File: config.mk
export PLATFORM = sky130hd
export DESIGN_NAME = givm_ctrl
export DESIGN_NICKNAME = d
export VERILOG_FILES = /design/src/rtl/core/givm_pkg.sv /design/src/rtl/core/givm_ctrl.sv
export SDC_FILE = /design/constraint.sdc
export NUM_CORES = 1
export LEC_CHECK = 0
export BUFFER_PORTS_ARGS = -buffer_cell sky130_fd_sc_hd__buf_2
export CORE_AREA = 2 2 39 41
export CTS_BUF_LIST = sky130_fd_sc_hd__clkbuf_2 sky130_fd_sc_hd__clkbuf_4 sky130_fd_sc_hd__clkbuf_8
export DETAILED_ROUTE_END_ITERATION = 12
export DIE_AREA = 0 0 41 43
export PLACE_DENSITY = 0.55
export SYNTH_ARGS = -nofsm -noshare
export SYNTH_HDL_FRONTEND = slang
export SYNTH_SLANG_ARGS = --single-unit
File: constraint.sdc
create_clock -name clock -period 1.98 [get_ports clock]
set_input_delay 0.198 -clock clock [delete_from_list [all_inputs] [get_ports clock]]
set_output_delay 0.198 -clock clock [all_outputs]
set_load 0.02 [all_outputs]
File: src/rtl/core/givm_pkg.sv
// Package for the grouped inverse-variance weighted mean block.
// Holds the controller state type, the command/status structs and field widths.
// Depends on nothing.
package givm_pkg;

   localparam int GROUP_COUNT_DEF = 64;
   localparam int LABEL_W = 6;
   localparam int DATA_W = 32;
   localparam int SUM_W = 64;
   localparam int DIV_STEPS = 64;

   typedef enum logic [3:0] {
      ST_IDLE,
      ST_WDIV,
      ST_MUL,
      ST_PROD,
      ST_RMW,
      ST_SCAN,
      ST_SCAN_WAIT,
      ST_MDIV,
      ST_EMIT
   } state_type;

   typedef struct packed {
      logic load;        // capture a new study
      logic wdiv_start;  // start the weight division
      logic mul;         // form effect * weight
      logic acc;         // accumulate into the group entry
      logic scan_start;  // reset the scan pointer
      logic scan_sel;    // address the sum RAM with the scan pointer
      logic scan_read;   // latch the entry under the scan pointer
      logic mdiv_start;  // start the mean division
      logic emit;        // load the output register
      logic scan_next;   // advance and clear the seen mark of the scanned entry
   } cmd_type;

   typedef struct packed {
      logic div_done;
      logic study_last;
      logic scan_seen;
      logic scan_end;
      logic any_after;
   } sts_type;

endpackage

File: src/rtl/core/givm_ctrl.sv
// Controller state machine: sequences a study through divide, multiply and
// accumulate, then scans the groups for the report. Depends on givm_pkg.
module givm_ctrl
   import givm_pkg::*;
(
   input  logic    clock,
   input  logic    reset,
   input  logic    req_tvalid,
   output logic    req_tready,
   output logic    rsp_tvalid,
   input  logic    rsp_tready,
   input  sts_type sts,
   output cmd_type cmd
);
   state_type state_ff, state_in;
   logic      vld_ff, vld_in;

   always_ff @(posedge clock) begin
      if (reset) begin
         state_ff <= ST_IDLE;
         vld_ff   <= 1'b0;
      end else begin
         state_ff <= state_in;
         vld_ff   <= vld_in;
      end
   end

   assign rsp_tvalid = vld_ff;

   always_comb begin
      state_in   = state_ff;
      vld_in     = vld_ff && !rsp_tready;
      cmd        = '0;
      req_tready = 1'b0;
      case (state_ff)
         ST_IDLE: begin
            req_tready = 1'b1;
            if (req_tvalid) begin
               cmd.load = 1'b1;
               state_in = ST_WDIV;
            end
         end
         ST_WDIV: begin
            cmd.wdiv_start = 1'b1;
            state_in = ST_MUL;
         end
         ST_MUL: begin
            if (sts.div_done) begin
               cmd.mul  = 1'b1;
               state_in = ST_PROD;
            end
         end
         ST_PROD: begin
            // The product register picks up the new weight here.
            state_in = ST_RMW;
         end
         ST_RMW: begin
            cmd.acc  = 1'b1;
            state_in = sts.study_last ? ST_SCAN : ST_IDLE;
            cmd.scan_start = sts.study_last;
         end
         ST_SCAN: begin
            cmd.scan_sel = 1'b1;
            if (sts.scan_seen) begin
               state_in = ST_SCAN_WAIT;
            end else if (sts.scan_end) begin
               state_in = ST_IDLE;
            end else begin
               cmd.scan_next = 1'b1;
            end
         end
         ST_SCAN_WAIT: begin
            // The RAM word addressed in the scan cycle is valid now.
            cmd.scan_read  = 1'b1;
            cmd.mdiv_start = 1'b1;
            state_in = ST_MDIV;
         end
         ST_MDIV: begin
            if (sts.div_done && !vld_in) begin
               cmd.emit = 1'b1;
               vld_in   = 1'b1;
               state_in = ST_EMIT;
            end
         end
         ST_EMIT: begin
            cmd.scan_next = 1'b1;
            state_in = (sts.scan_end || !sts.any_after) ? ST_IDLE : ST_SCAN;
         end
         default: state_in = ST_IDLE;
      endcase
   end

endmodule

# == Yosys cells after proc, flatten, opt, wreduce, memory -nomap -nowiden ==
# Index checks and enable logic that the tools add are counted.
# totals
ff_bits,5
in_bits,9
output_inout_bits,12
elab_cells,46
# op_classes
n_eq_ne,12
n_mux,24
n_reduce_logical,8
# op_table
op,n
4-bit case mux with 9 select lines,1
4-bit two-way mux,5
4-bit by 3-bit equality test with 1-bit output (second input constant),4
1-bit two-way mux,13
4-bit by 2-bit equality test with 1-bit output (second input constant),2
3-bit two-way mux,2
2-bit inequality test (second input constant),3
4-bit by 1-bit equality test with 1-bit output (second input constant),1
4-bit equality test (second input constant),1
4-bit zero test,1
2-bit two-way mux,2
4-bit AND reduction,1
1-bit zero test,3
3-bit inequality test (second input constant),1
1-bit logical AND,2
1-bit case mux with 2 select lines,1
1-bit logical OR,1

# == Logic depth before layout (Yosys ltp) ==
# depth
word_depth,6
mapped_depth,5
mapped_depth_nobuf,4

# == Least setup slack after synthesis ==
# Ideal clock, no wire load.
# synth_timing
kind,register to output
startpoint,register state_ff[2]
endpoint,output cmd[9] (netlist bit)
arrival_ns,1.595
required_ns,1.782
setup_slack_ns,0.187
path_stages_with_launch,4
n_path_buf,1
cell_sequence,dfxtp_1 -> buf_2 -> nor4_1 -> and2_1
# synth_rtl
item,line,rtl
"start, declared",givm_ctrl.sv:15,"state_type state_ff, state_in;"
"start signal, assigned",givm_ctrl.sv:23,state_ff <= state_in;
"end, declared",givm_ctrl.sv:13,output cmd_type cmd

==> results.py <==
metrics = {
    "global_routing": {
        "antenna_found_initial": 0,
        "overflow": 0,
        "grt_pass1_wl_mm": 1.41,
        "grt_pass1_vias": 356,
        "grt_max_degree": 20,
        "grt_usage_pct": 11.4,
    },
    "logic_synthesis": {
        "netlist_instances": 53,
        "synth_warnings": 0,
        "netlist_top_cells_area": "dfxtp_1 (25%), nand3_1 (5.1%), nor3_1 (5.1%), nand2b_1 (4.8%), nor2_1 (4.8%)",
        "ys_seq_area_share_pct": 25.4,
        "synth_nets": 62,
        "yosysUniqueCellTypes": 30,
        "synth_edf_count": 0,
        "synth_top_area_share_pct": 25.4,
        "synth_commonest_cells": "dfxtp_1 (5), nor2_1 (5), nand3_1 (4), nor3_1 (4)",
        "ys_ff_latch": 5,
        "avgSynthCellArea_um2": 7.44,
        "synthArstFlopShare_pct": 0,
        "synth_ff_type": "dfxtp_1",
        "synthesis.area_um2": 394,
        "synth_top_cell_by_area": "dfxtp_1",
    },
    "cells_and_area": {
        "antenna_cells": 0,
        "syn_to_final_growth_pct": 29.8,
        "final_cell_area_um2": 512,
        "postLayoutCoreUtil_pct": 37.0,
        "final_cells": 88,
        "fin_nets": 82,
        "drive_gt1_share_pct": 37.5,
    },
    "floorplan": {
        "dieArea_um2": 1760,
        "core_area_um2": 1380,
        "die_w_um": 41,
        "rows": 14,
        "ios": 21,
        "fp.dieH_um": 43,
        "start_util_pct": 28.5,
    },
    "routing": {
        "drcViolationCount": 0,
        "drtIter0Drc": 9,
        "vias_per_cell": 4.95,
        "vias": 436,
        "wl_per_cell_um": 10.9,
        "routed_wl_um": 955,
        "ant_nets": 0,
        "firstDrtPassIters": 4,
    },
    "timing": {
        "hold_viol_final": 0,
        "slew-limit-headroom_pct": 64.5,
        "worst_pin_slew_ns": 0.531,
        "period_share_pct": 84.9,
        "setup_ws_ns": 0.298,
        "grt_setup_unrepaired": "false",
        "fmax_mhz": 595,
        "finalSetupViolCount": 0,
        "maxSlewViolCount": 0,
        "skew_ns": 0.00580,
        "period_minus_slack_ns": 1.68,
        "setup-tns-final_ns": 0,
    },
    "clock_network": {
        "numClockSinks": 5,
        "ctsResizeCount": 0,
        "cts_max_path_buffers": 2,
        "cts_hold_buf": 0,
        "cts_tree": "done",
        "clk_pin_slew_ns": 0.05,
        "cts_buffers": 3,
        "clockRootBuffer": "clkbuf_4",
        "postCtsSetupRepairBufs": 0,
        "insertion_delay_ns": 0.24,
        "htreeDepth": 1,
    },
    "critical_path": {
        "r2r_slack_ns": 0.58,
        "critPathLaunchType": "flop",
        "cp.required_ns": 1.78,
        "crit_type": "flop to primary output",
        "cp_max_fo": 11,
        "worst_ep_arrival_time_ns": 1.48,
        "critPathCaptureType": "primary output",
    },
    "placed_design": {
        "dp.cells": 84,
        "io_buffers": 20,
        "place_area_um2": 482,
        "post-dp-hpwl_um": 718,
        "place_ws_ns": 0.545,
        "place.gp.congestion": 0.756,
    },
    "power_and_ir_drop": {
        "peakVddDrop_v": 0.000264,
        "p_leak_nw": 0.228,
        "power_density_nw_per_um2": 645,
    },
    "flow_run": {
        "drv_cap": 0,
    },
    "status": {
        "status": "finished clean",
    },
    "worst_hold_path": {
        "hold_path.class": "input pin to flop",
    },
}
report_power, final:
| group | switching (mW) | internal, mW | leakage [nW] |
|---|---|---|---|
| logic | 0.0426 | 0.0334 | 0.169 |
| clock network | 0.0426 | 0.0899 | 0.0184 |
| registers | 0.0151 | 0.106 | 0.0407 |
| total | 0.100 | 0.230 | 0.228 |
cell families (layout without fill, tap and decap cells):
logic type | Yosys count | after routing | synth area share, %
simple gates | 28 | 28 | 42.5
compound gates | 13 | 13 | 21.9
buf+inv | 7 | 26 | 10.2
flops | 5 | 5 | 25.4
flip-flops by register name (all words and copies together), names as in the netlist:
| signal | flops |
|---|---|
| rsp_tvalid | 1 |
| state_ff | 4 |
per-layer routing:
layer / global-route usage (%) / vias to the layer above / part of all wire (%)
li1: - / 230 / -
met1: 15.4 / 192 / 49
met2: 16.9 / 14 / 44
met3: 4.71 / 0 / 6.8
met4: 2.00 / 0 / 0
met5: 0 / - / 0
placed cells by master (no fill, tap or decap), drive strengths merged, types with 2 or more instances in the layout:
cell type	Yosys	final
buf	4	20
nor2	5	5
dfxtp	5	5
nor3	4	4
nand3	4	4
clkbuf	1	4
nand2b	4	4
a21oi	3	3
and2	2	2
nor4	2	2
a211o	2	2
nor2b	2	2
inv	2	2
o21ai	2	2
area by class of cell:
cell class / instances / area, um2
clock buffer: 4 / 30.0
fill: 151 / 872
inverter: 2 / 7.51
multi-input combinational: 41 / 254
sequential: 5 / 100
tap: 16 / 20.0
timing repair buffer: 20 / 100
metrics by stage:
| stage | power (mW) | hold slack [ns] |
|---|---|---|
| 6_report | 0.330 | 0.187 |
| 5_1_grt | 0.352 | 0.187 |
| 4_1_cts | 0.335 | 0.176 |
| 3_5_place_dp | 0.199 | 0.439 |
| 3_3_place_gp | 0.201 | 0.443 |
| 2_1_floorplan | 0.176 | 0.267 |
worst paths after layout:
check | start | end | cells past startpoint
setup / recovery | state_ff[2] | cmd[1] | 4
hold / removal | reset | rsp_tvalid | 2
setup reg to reg | state_ff[1] | state_ff[2] | 4
hold reg to reg | rsp_tvalid | rsp_tvalid | 2
critical path, stage by stage, from the launching register on:
cell	delay [ns]
dfxtp_1	0.54
nand2b_4	0.12
nor2_1	0.20
and4_1	0.22
buf_2	0.16
Note: power is estimated with default switching activity, not from simulation.
